`config.mk`:
```
export PLATFORM = sky130hd
export DESIGN_NAME = multichannel_soft_pwm_core
export DESIGN_NICKNAME = d
export VERILOG_FILES = /design/src/mspwm_pkg.sv /design/src/mspwm_tick_unit.sv /design/src/multichannel_soft_pwm_core.sv
export SDC_FILE = /design/constraint.sdc
export NUM_CORES = 1
export LEC_CHECK = 0
export BUFFER_PORTS_ARGS = -buffer_cell sky130_fd_sc_hd__buf_2
export CORE_MARGIN = 5
export CORE_UTILIZATION = 35
export DETAILED_ROUTE_END_ITERATION = 8
export HOLD_SLACK_MARGIN = 0.06
export SLEW_MARGIN = 20
export SYNTH_ARGS = -nofsm -noshare
export SYNTH_HDL_FRONTEND = slang
export SYNTH_SLANG_ARGS = --single-unit
export TNS_END_PERCENT = 1
```
`constraint.sdc`:
```
create_clock -name clk -period 5.65 [get_ports clk]
set_clock_uncertainty 0.2 [all_clocks]
set_input_delay 0.565 -clock clk [delete_from_list [all_inputs] [get_ports clk]]
set_output_delay 0.565 -clock clk [all_outputs]
set_load 0.005 [all_outputs]
```
`src/mspwm_pkg.sv`:
```
// Shared types and constants of the multichannel soft PWM block.
`default_nettype none

package mspwm_pkg;

  localparam int CHANNELS     = 8;
  localparam int CH_W         = 3;
  localparam int DUTY_W       = 7;
  localparam int PERIOD_STEPS = 100;

  localparam logic [DUTY_W-1:0] DUTY_MAX  = DUTY_W'(100);
  localparam logic [DUTY_W-1:0] PHASE_TOP = DUTY_W'(PERIOD_STEPS - 1);

  typedef enum logic [2:0] {
    FN_TICK      = 3'd0,
    FN_ON        = 3'd1,
    FN_OFF       = 3'd2,
    FN_TOGGLE    = 3'd3,
    FN_SET_DUTY  = 3'd4,
    FN_READ_DUTY = 3'd5
  } func_t;

  typedef logic [CHANNELS-1:0][DUTY_W-1:0] duty_arr_t;

  typedef struct packed {
    logic [2:0]        func;
    logic [CH_W-1:0]   channel;
    logic [DUTY_W-1:0] duty;
  } in_word_t;

  typedef struct packed {
    logic [CHANNELS-1:0] pin_levels;
    logic [CHANNELS-1:0] enabled_mask;
    logic [DUTY_W-1:0]   duty_read;
    logic [DUTY_W-1:0]   phase;
  } out_word_t;

  // Phase, active flags and pins as one group of PWM state.
  typedef struct packed {
    logic [DUTY_W-1:0]   phase;
    logic [CHANNELS-1:0] active;
    logic [CHANNELS-1:0] pins;
  } pwm_state_t;

endpackage

`default_nettype wire

```
`src/mspwm_tick_unit.sv`:
```
// Next PWM state for one tick: phase step and per-channel duty compares.
`default_nettype none

module mspwm_tick_unit (
  input  wire mspwm_pkg::pwm_state_t                   cur,
  input  wire logic [mspwm_pkg::CHANNELS-1:0]          enabled,
  input  wire logic [mspwm_pkg::CHANNELS-1:0]          idle_mask,
  input  wire mspwm_pkg::duty_arr_t                    duties,
  output mspwm_pkg::pwm_state_t                        nxt
);

  logic [mspwm_pkg::DUTY_W-1:0]   phase_step;
  logic                           wrap;
  logic [mspwm_pkg::CHANNELS-1:0] act_base;

  always_comb begin
    wrap       = (cur.phase >= mspwm_pkg::PHASE_TOP);
    phase_step = wrap ? '0 : cur.phase + mspwm_pkg::DUTY_W'(1);
    act_base   = wrap ? '0 : cur.active;
    nxt.phase  = phase_step;
    nxt.active = act_base;
    nxt.pins   = cur.pins;
    // Each channel only touches its pin when its active flag changes.
    for (int c = 0; c < mspwm_pkg::CHANNELS; c++) begin
      if (enabled[c]) begin
        if (duties[c] > phase_step) begin
          if (!act_base[c]) begin
            nxt.pins[c]   = ~idle_mask[c];
            nxt.active[c] = 1'b1;
          end
        end else begin
          if (act_base[c]) begin
            nxt.pins[c]   = idle_mask[c];
            nxt.active[c] = 1'b0;
          end
        end
      end
    end
  end

endmodule

`default_nettype wire

```
`src/multichannel_soft_pwm_core.sv`:
```
// Top level of the multichannel soft PWM block: word registers and state update.
`default_nettype none

// Multichannel soft PWM core.
// The input channel (in_valid, in_stall, in_word) carries one command word:
// a tick, switch on, switch off, toggle, set duty or read duty for a channel.
// Every accepted word yields exactly one result word on the output channel
// (out_valid, out_stall, out_word) holding the pin levels, the enabled mask,
// the stored duty of the addressed channel and the PWM phase, all taken
// after that word's update.
// An input word is captured into an input register; once the output register
// is free, all of its work is done by one pass of combinational logic into the
// state and the output register. One word is accepted every cycle while the
// output side keeps taking words.
// When the receiver stalls, the output register holds its word and the input
// register holds the next one; in_stall rises only while both are full.
// The configuration channel (cfg_valid, cfg_ready, cfg_data) writes the idle
// level mask; a write changes no pin by itself and is taken while no word is
// waiting in the input register.
// Synchronous reset clears phase, enabled and active flags, pins, all duties
// and the idle mask, and empties both word registers.
module multichannel_soft_pwm_core (
  input  wire logic                               clk,
  input  wire logic                               rst_n,
  input  wire logic                               in_valid,
  output      logic                               in_stall,
  input  wire mspwm_pkg::in_word_t                in_word,
  output      logic                               out_valid,
  input  wire logic                               out_stall,
  output      mspwm_pkg::out_word_t               out_word,
  input  wire logic                               cfg_valid,
  output      logic                               cfg_ready,
  input  wire logic [mspwm_pkg::CHANNELS-1:0]     cfg_data
);

  // Word registers.
  logic                  s1_valid_r;
  mspwm_pkg::in_word_t   s1_word_r;
  logic                  out_valid_r;
  mspwm_pkg::out_word_t  out_word_r;
  mspwm_pkg::out_word_t  out_word_nxt;

  // PWM state.
  mspwm_pkg::pwm_state_t                 pwm_r;
  mspwm_pkg::pwm_state_t                 pwm_nxt;
  mspwm_pkg::pwm_state_t                 tick_nxt;
  logic [mspwm_pkg::CHANNELS-1:0]        enabled_r;
  logic [mspwm_pkg::CHANNELS-1:0]        enabled_nxt;
  logic [mspwm_pkg::CHANNELS-1:0]        idle_mask_r;
  mspwm_pkg::duty_arr_t                  duty_r;
  mspwm_pkg::duty_arr_t                  duty_nxt;

  logic                                  advance;
  logic                                  in_accept;
  logic [mspwm_pkg::DUTY_W-1:0]          duty_sat;
  logic [mspwm_pkg::CH_W-1:0]            ch;
  logic                                  ch_on;

  // The word in the input register moves on whenever the output register is
  // empty or is being emptied in this cycle.
  assign advance   = s1_valid_r && (!out_valid_r || !out_stall);
  assign in_stall  = s1_valid_r && !advance;
  assign in_accept = in_valid && !in_stall;
  assign cfg_ready = !s1_valid_r;
  assign out_valid = out_valid_r;
  assign out_word  = out_word_r;

  mspwm_tick_unit u_tick (
    .cur       (pwm_r),
    .enabled   (enabled_r),
    .idle_mask (idle_mask_r),
    .duties    (duty_r),
    .nxt       (tick_nxt)
  );

  // One pass of state update for the word in the input register.
  always_comb begin
    ch          = s1_word_r.channel;
    ch_on       = enabled_r[ch];
    duty_sat    = (s1_word_r.duty > mspwm_pkg::DUTY_MAX) ? mspwm_pkg::DUTY_MAX
                                                         : s1_word_r.duty;
    pwm_nxt     = pwm_r;
    enabled_nxt = enabled_r;
    duty_nxt    = duty_r;
    case (s1_word_r.func)
      mspwm_pkg::FN_TICK: begin
        pwm_nxt = tick_nxt;
      end
      mspwm_pkg::FN_ON: begin
        if (!ch_on) begin
          pwm_nxt.pins[ch]   = ~idle_mask_r[ch];
          pwm_nxt.active[ch] = 1'b0;
          enabled_nxt[ch]    = 1'b1;
        end
      end
      mspwm_pkg::FN_OFF: begin
        if (ch_on) begin
          pwm_nxt.pins[ch] = idle_mask_r[ch];
          enabled_nxt[ch]  = 1'b0;
        end
      end
      mspwm_pkg::FN_TOGGLE: begin
        if (ch_on) begin
          pwm_nxt.pins[ch] = idle_mask_r[ch];
          enabled_nxt[ch]  = 1'b0;
        end else begin
          pwm_nxt.pins[ch]   = ~idle_mask_r[ch];
          pwm_nxt.active[ch] = 1'b0;
          enabled_nxt[ch]    = 1'b1;
        end
      end
      mspwm_pkg::FN_SET_DUTY: begin
        duty_nxt[ch] = duty_sat;
      end
      default: begin
        // Read duty and unused codes leave the state alone.
      end
    endcase
    out_word_nxt.pin_levels   = pwm_nxt.pins;
    out_word_nxt.enabled_mask = enabled_nxt;
    out_word_nxt.duty_read    = duty_nxt[ch];
    out_word_nxt.phase        = pwm_nxt.phase;
  end

  always_ff @(posedge clk) begin
    if (!rst_n) begin
      s1_valid_r  <= 1'b0;
      out_valid_r <= 1'b0;
      pwm_r       <= '0;
      enabled_r   <= '0;
      idle_mask_r <= '0;
      duty_r      <= '0;
    end else begin
      if (in_accept) begin
        s1_valid_r <= 1'b1;
      end else if (advance) begin
        s1_valid_r <= 1'b0;
      end
      if (advance) begin
        out_valid_r <= 1'b1;
        pwm_r       <= pwm_nxt;
        enabled_r   <= enabled_nxt;
        duty_r      <= duty_nxt;
      end else if (!out_stall) begin
        out_valid_r <= 1'b0;
      end
      if (cfg_valid && cfg_ready) begin
        idle_mask_r <= cfg_data;
      end
    end
  end

  always_ff @(posedge clk) begin
    if (in_accept) begin
      s1_word_r <= in_word;
    end
    if (advance) begin
      out_word_r <= out_word_nxt;
    end
  end

`ifndef SYNTHESIS
  a_phase_range: assert property (@(posedge clk) disable iff (!rst_n)
    pwm_r.phase <= mspwm_pkg::PHASE_TOP)
    else $error("phase counter left its period");

  a_duty_sat: assert property (@(posedge clk) disable iff (!rst_n)
    out_valid_r |-> out_word_r.duty_read <= mspwm_pkg::DUTY_MAX)
    else $error("stored duty above maximum");

  a_stall_needs_word: assert property (@(posedge clk) disable iff (!rst_n)
    in_stall |-> s1_valid_r && out_valid_r)
    else $error("input stalled with a free register");

  a_advance_fills_out: assert property (@(posedge clk) disable iff (!rst_n)
    advance |=> out_valid_r && out_word_r == $past(out_word_nxt))
    else $error("advanced word did not reach the output register");
`endif

endmodule

`default_nettype wire

```
==> results of run 1 <==
## registers in the layout, summed over array words and instances, names as in the netlist
| signal | count |
|---|---|
| ch | 3 |
| s1_word_r | 10 |
| out_word | 30 |
| duty_r | 56 |
| pwm_r | 23 |
| idle_mask_r | 8 |
| enabled_r | 8 |
| out_valid | 1 |
| s1_valid_r | 1 |
## cell families (layout without fill, tap and decap cells)
family / after synthesis / count (layout) / synth area share, %
buffers and inverters: 81 / 120 / 4.30
DFF: 140 / 140 / 37.6
and+or+nand+nor: 375 / 375 / 21.1
muxes: 44 / 44 / 5.96
AOI/OAI and AO/OA: 300 / 300 / 22.3
adders and majority gates: 57 / 57 / 8.29
xor gates and xnor gates: 4 / 4 / 0.407
## per-layer routing
metal  wire, um  track usage, %  up-vias
met5          0               0        -
met4        497            5.23        0
met3       1620            3.58       32
met1      11700            24.8     3473
met2      11300            28.6      280
li1           -               -     3706
## cell usage after synthesis, types with 18 or more instances
cell,instances
nand2_1,149
o21ai_0,99
clkbuf_1,42
dfxtp_1,97
nand3_1,34
and2_1,43
nor2_1,56
a21oi_1,76
a21boi_0,21
inv_1,18
mux2i_1,31
ha_1,57
edfxtp_1,43
nor2b_1,25
## how the worst max path moves through the flow
stage / startpoint / to
2_1_floorplan: pwm_r[16] / out_word[22]
3_3_place_gp: pwm_r[16] / out_word[22]
3_5_place_dp: pwm_r[16] / out_word[22]
4_1_cts: pwm_r[16] / out_word[22]
5_1_grt: pwm_r[16] / out_word[22]
6_report: pwm_r[16] / out_word[22]
## area by class of cell
class	instances	area [um^2]	share of cell area, %
clock inverter	8	118	1.22
multi-input combinational	780	5000	51.8
inverter	20	75.1	0.778
timing repair buffer	68	365	3.79
clock buffer	24	452	4.68
tap	324	405	4.20
sequential	140	3230	33.5
## stage by stage
stage / hold WS, ns / cell area [um^2] / util (%)
2_1_floorplan: 0.258 / 8600 / -
3_3_place_gp: 0.277 / 9080 / 37.4
3_5_place_dp: 0.283 / 9080 / 37.4
4_1_cts: 0.0974 / 9650 / 39.8
5_1_grt: 0.0975 / 9650 / 39.8
6_report: 0.109 / 9650 / 39.8
## power breakdown
part / switching, mW / leakage [nW] / internal [mW]
Sequential: 0.0352 / 1.20 / 1.07
Combinational: 0.162 / 2.21 / 0.0889
Clock: 0.427 / 0.278 / 0.692
Total: 0.624 / 3.69 / 1.85
==> run summary, run 1 <==
Sequential fraction of the synthesis area: 37.6%
TritonCTS clock tree: done
Post-synth EDFFs: 43
Row cnt: 57
Clk buf depth: 2
Area contributors post-synth: dfxtp_1 23%, edfxtp_1 15%, ha_1 8.3%
Commonest non-fill, non-tap cells in the layout: 149 x nand2_1, 99 x o21ai_0, 97 x dfxtp_1, 76 x a21oi_1, 58 x buf_2
CORE AREA: 24200 um^2
Via Count: 7491
Hold_buf cts: 0
Setup slack, reg-to-reg: 1.41 ns
Root Driver: clkbuf_16
Crit path max fanout: 30
Initial DRT Pass Iterations: 8
Top-level port count: 59
Crit path cell chain: ha_1 -> a211o_1 -> o311ai_4 -> buf_4 -> nand2_1 -> ha_1 -> a211oi_1 -> o21bai_1 -> o22a_1 -> or4b_1 -> a32o_1 -> nand2_1 -> a21oi_1
Gpl congestion: 0.917
Critical Path Stages: 13
First-pass GRT wire length: 39.9 mm
Leak Pwr: 3.69 nW
Yosys Warn Count: 0
Overall die height: 167 um
Post-Synthesis Cells: 1001
PortBufs: 58
Critical path capture point type: register
Final period util: 75.0%
Initial antenna violation count: 0
Avg Synthesized Cell Area: 8.60 um^2
Layout cells sized above 1: 11.5%
Hold path startpoint: in_word[7]
Total die area: 27800 um^2
Area Growth Syn to Fin: 12.2%
Dpl ws: 1.50 ns
Die width: 167 um
Slew margin rel.: 32.4%
Crit path buf inv count: 1
#FFs+latches synth: 140
Via density: 5.49
RSZ-0062 raised after global routing: false
Fillers: 2471
Worst skew pair latency: 0.43 ns
Final #Nets: 1110
Endpoints failing hold: 0
Overflow after GRT: 0
Peak VDD IR: 166 uV
Setup TNS Final: 0 ns
Slew at the pin closest to its max-slew limit: 1.01 ns
Top FF cell, synth: dfxtp_1
CTS Buf Count: 17
Crit path DAT: 4.19 ns
Yosys cell types: 75
Final wirelength: 25.1 mm
CTS resizes: 0
R2R Path Start: pwm_r[16]
CP max stage cell: or4b_1
Pwr/cell area: 256 nW/um^2
Initial core utilization: 35.5%
Vias in the first global route: 7036
Antenna Violating Nets Remaining: 0
Reg clk slew, reported paths: 0.07 ns
Largest net degree at the start of global routing: 73
R2r endpoint: out_word[22]
Mapped Area: 8600 um^2
GR Util All Layers: 17.9%
Placed cells: 1332
Hold Path Stages: 1
Slew Limit Fails: 0
Worst setup margin: 1.41 ns
Max cap viols: 0
CP Class: reg2reg
Sink of the worst hold path: ch[0]
Worst EP required: 5.60 ns
Cell count of the worst reg-to-reg path: 13
Iteration-0 DRC Markers: 714
Postcts setup bufs: 0
Area share of the largest cell type after synthesis: 22.6%
Hold Crit Class: in2reg
Syn_nets: 1084
CP delay by family, top: compound AO/OA/AOI/OAI gates
Final std cells w/o fill: 1364
Synth area leader: dfxtp_1
Async S/R FF share, synth: 0%
Final Power: 2.47 mW
Final Critical Period: 4.24 ns
Most common cell after layout, fill and taps aside: nand2_1
CTS sink cnt: 140
Status: finished, final reports clean
Final setup viols: 0
Slowest stage delay, CP: 0.52 ns
FMAX: 236 MHz
Crit path launch type: register
H-tree levels: 4
Wire per inst: 18.4 um
Number of inserted diodes: 0
DRC violations left: 0
DPL Wire Length: 18.1 mm
Note: power is estimated with default switching activity, not from simulation.
==> inputs of run 2 (changes only) <==
Clock period 5.65 ns to 4.4 ns, I/O delays scaled along.
==> run 2 against run 1 <==
Effect of this change:
- sequential power increased by 28%
- core utilization increased by 0.94 points
- via count increased by 2.2%
- sequential share of layout area decreased by 0.77 points
- critical path type unchanged
- critical path depth decreased by 1
- combinational power increased by 37%
- wire length increased by 4.1%
==> run summary, run 2 (synthesized netlist as in run 1, its figures left out) <==
DPL Wire Length: 18.8 mm (+3.9%)
Crit path max fanout: 8 (-73%)
Crit path launch type: register
Largest net degree at the start of global routing: 50 (-32%)
Slew at the pin closest to its max-slew limit: 1.01 ns (-0.00451 ns)
H-tree levels: 4 (unchanged)
Final #Nets: 1134 (+2.2%)
Wire per inst: 18.8 um (+2.4%)
Initial DRT Pass Iterations: 5 (-3)
Hold slack final: 0.0688 ns (-0.0398 ns)
Setup slack, reg-to-reg: 0.55 ns (-0.86 ns)
Row cnt: 57 (unchanged)
Reg clk slew, reported paths: 0.06 ns (about the same)
GR Util All Layers: 18.5% (+0.60 points)
Endpoints failing hold: 0 (unchanged)
Initial core utilization: 35.5% (unchanged)
Clk buf depth: 2 (unchanged)
Top-level port count: 59 (unchanged)
Root Driver: clkbuf_16
CTS Buf Count: 17 (unchanged)
PortBufs: 58 (unchanged)
Initial antenna violation count: 0 (unchanged)
Slowest stage delay, CP: 0.52 ns (about the same)
CTS sink cnt: 140 (unchanged)
FMAX: 260 MHz (+10%)
Overflow after GRT: 0 (unchanged)
Peak VDD IR: 247 uV (+49%)
Final period util: 87.5% (+13 points)
Crit path cell chain: ha_1 -> a211o_1 -> o311ai_4 -> nand2_1 -> ha_1 -> o21ai_0 -> o21bai_1 -> o22a_1 -> or4b_1 -> a32o_1 -> nand2_1 -> a21oi_1
Slew Limit Fails: 0 (unchanged)
Via Count: 7656 (+2.2%)
Final Critical Period: 3.85 ns (-0.385 ns)
Status: finished, final reports clean
Final wirelength: 26.1 mm (+4.1%)
Iteration-0 DRC Markers: 701 (-1.8%)
Die width: 167 um (unchanged)
TritonCTS clock tree: done
RSZ-0062 raised after global routing: false
Slew margin rel.: 32.7% (+0.26 points)
Total die area: 27800 um^2 (unchanged)
Antenna Violating Nets Remaining: 0 (unchanged)
Final setup viols: 0 (unchanged)
Layout cells sized above 1: 12.7% (+1.2 points)
Crit path DAT: 3.81 ns (-0.38 ns)
Via density: 5.52 (+0.51%)
First-pass GRT wire length: 41.1 mm (+3.0%)
Worst EP required: 4.36 ns (-1.24 ns)
Postcts setup bufs: 0 (unchanged)
Worst skew pair latency: 0.43 ns (about the same)
Leak Pwr: 3.80 nW (+3.0%)
Pwr/cell area: 325 nW/um^2 (+27%)
Commonest non-fill, non-tap cells in the layout: 149 x nand2_1, 99 x o21ai_0, 97 x dfxtp_1, 76 x a21oi_1, 58 x buf_2
CORE AREA: 24200 um^2 (unchanged)
Most common cell after layout, fill and taps aside: nand2_1
Post-Route Utilization: 40.7% (+0.94 points)
Max cap viols: 0 (unchanged)
Number of inserted diodes: 0 (unchanged)
Gpl congestion: 0.914 (-0.26%)
Hold Crit Class: in2reg
Setup TNS Final: 0 ns (unchanged)
CP max stage cell: or4b_1
Biggest register: duty_r
DRC violations left: 0 (unchanged)
Max reg flops: 56 (unchanged)
Overall die height: 167 um (unchanged)
Vias in the first global route: 7276 (+3.4%)
Area Growth Syn to Fin: 14.8%
CP Class: reg2reg
Critical path capture point type: register
## run 2: cell types whose count changed in the layout (fill, tap and decap cells not counted), sizes merged
cell / delta
dlygate4sd3: +14
clkbuf: -5
clkinvlp: +2
inv: +1
buf: +10
clkinv: +1
## run 2: critical path, delay by kind of cell, from the launching register on
| kind | cells | cell delay [ns] |
|---|---|---|
| AOI/OAI and AO/OA | 7 | 1.41 |
| adders and majority gates | 2 | 0.66 |
| DFF | 1 | 0.37 |
| and+or+nand+nor | 3 | 0.94 |
## run 2: final cells by class
type | instances | area, um^2
timing repair buffer | 92 | 581
fill | 2463 | 14400
tap | 324 | 405
clock buffer | 19 | 433
clock inverter | 12 | 149
sequential | 140 | 3230
multi-input combinational | 780 | 5000
inverter | 20 | 75.1
## run 2: where the power goes
group / total, mW / switching (mW) / internal [mW]
Sequential: 1.41 / 0.0454 / 1.37
Clock: 1.46 / 0.572 / 0.885
Combinational: 0.343 / 0.215 / 0.127
## run 2: worst paths after layout
kind,from,end,cells past startpoint
setup / recovery,pwm_r[16],out_word[22],12
hold reg to reg,duty_r[40],duty_r[40],2
setup reg to reg,pwm_r[16],out_word[22],12
hold / removal,cfg_data[6],idle_mask_r[6],3
## run 2: routing by layer
layer / share of wire, % / routed length (um) / GRT usage, % / up-vias
met5: 0 / 0 / 0 / -
met4: 2.6 / 682 / 6.23 / 0
met3: 6.1 / 1600 / 3.25 / 45
met2: 45 / 11600 / 29.5 / 284
met1: 47 / 12200 / 25.6 / 3589
li1: - / - / - / 3738
## run 2: timing repair
action / in CTS / in global routing
hold buffers: 14 / 0
gates resized for setup: 0 / 0
hold endpoints to repair: 14 / 0
## run 2: metrics by stage
step | setup slack, ns | instances | power, mW | instance area (um^2)
final | 0.549 | 1387 | 3.21 | 9880
after global routing | 0.282 | 1387 | 3.33 | 9880
after CTS | 0.558 | 1387 | 3.23 | 9880
after detailed placement | 0.568 | 1342 | 1.77 | 9160
after global placement | 0.614 | 1342 | 1.76 | 9160
after floorplan | 0.572 | 1001 | 1.65 | 8600
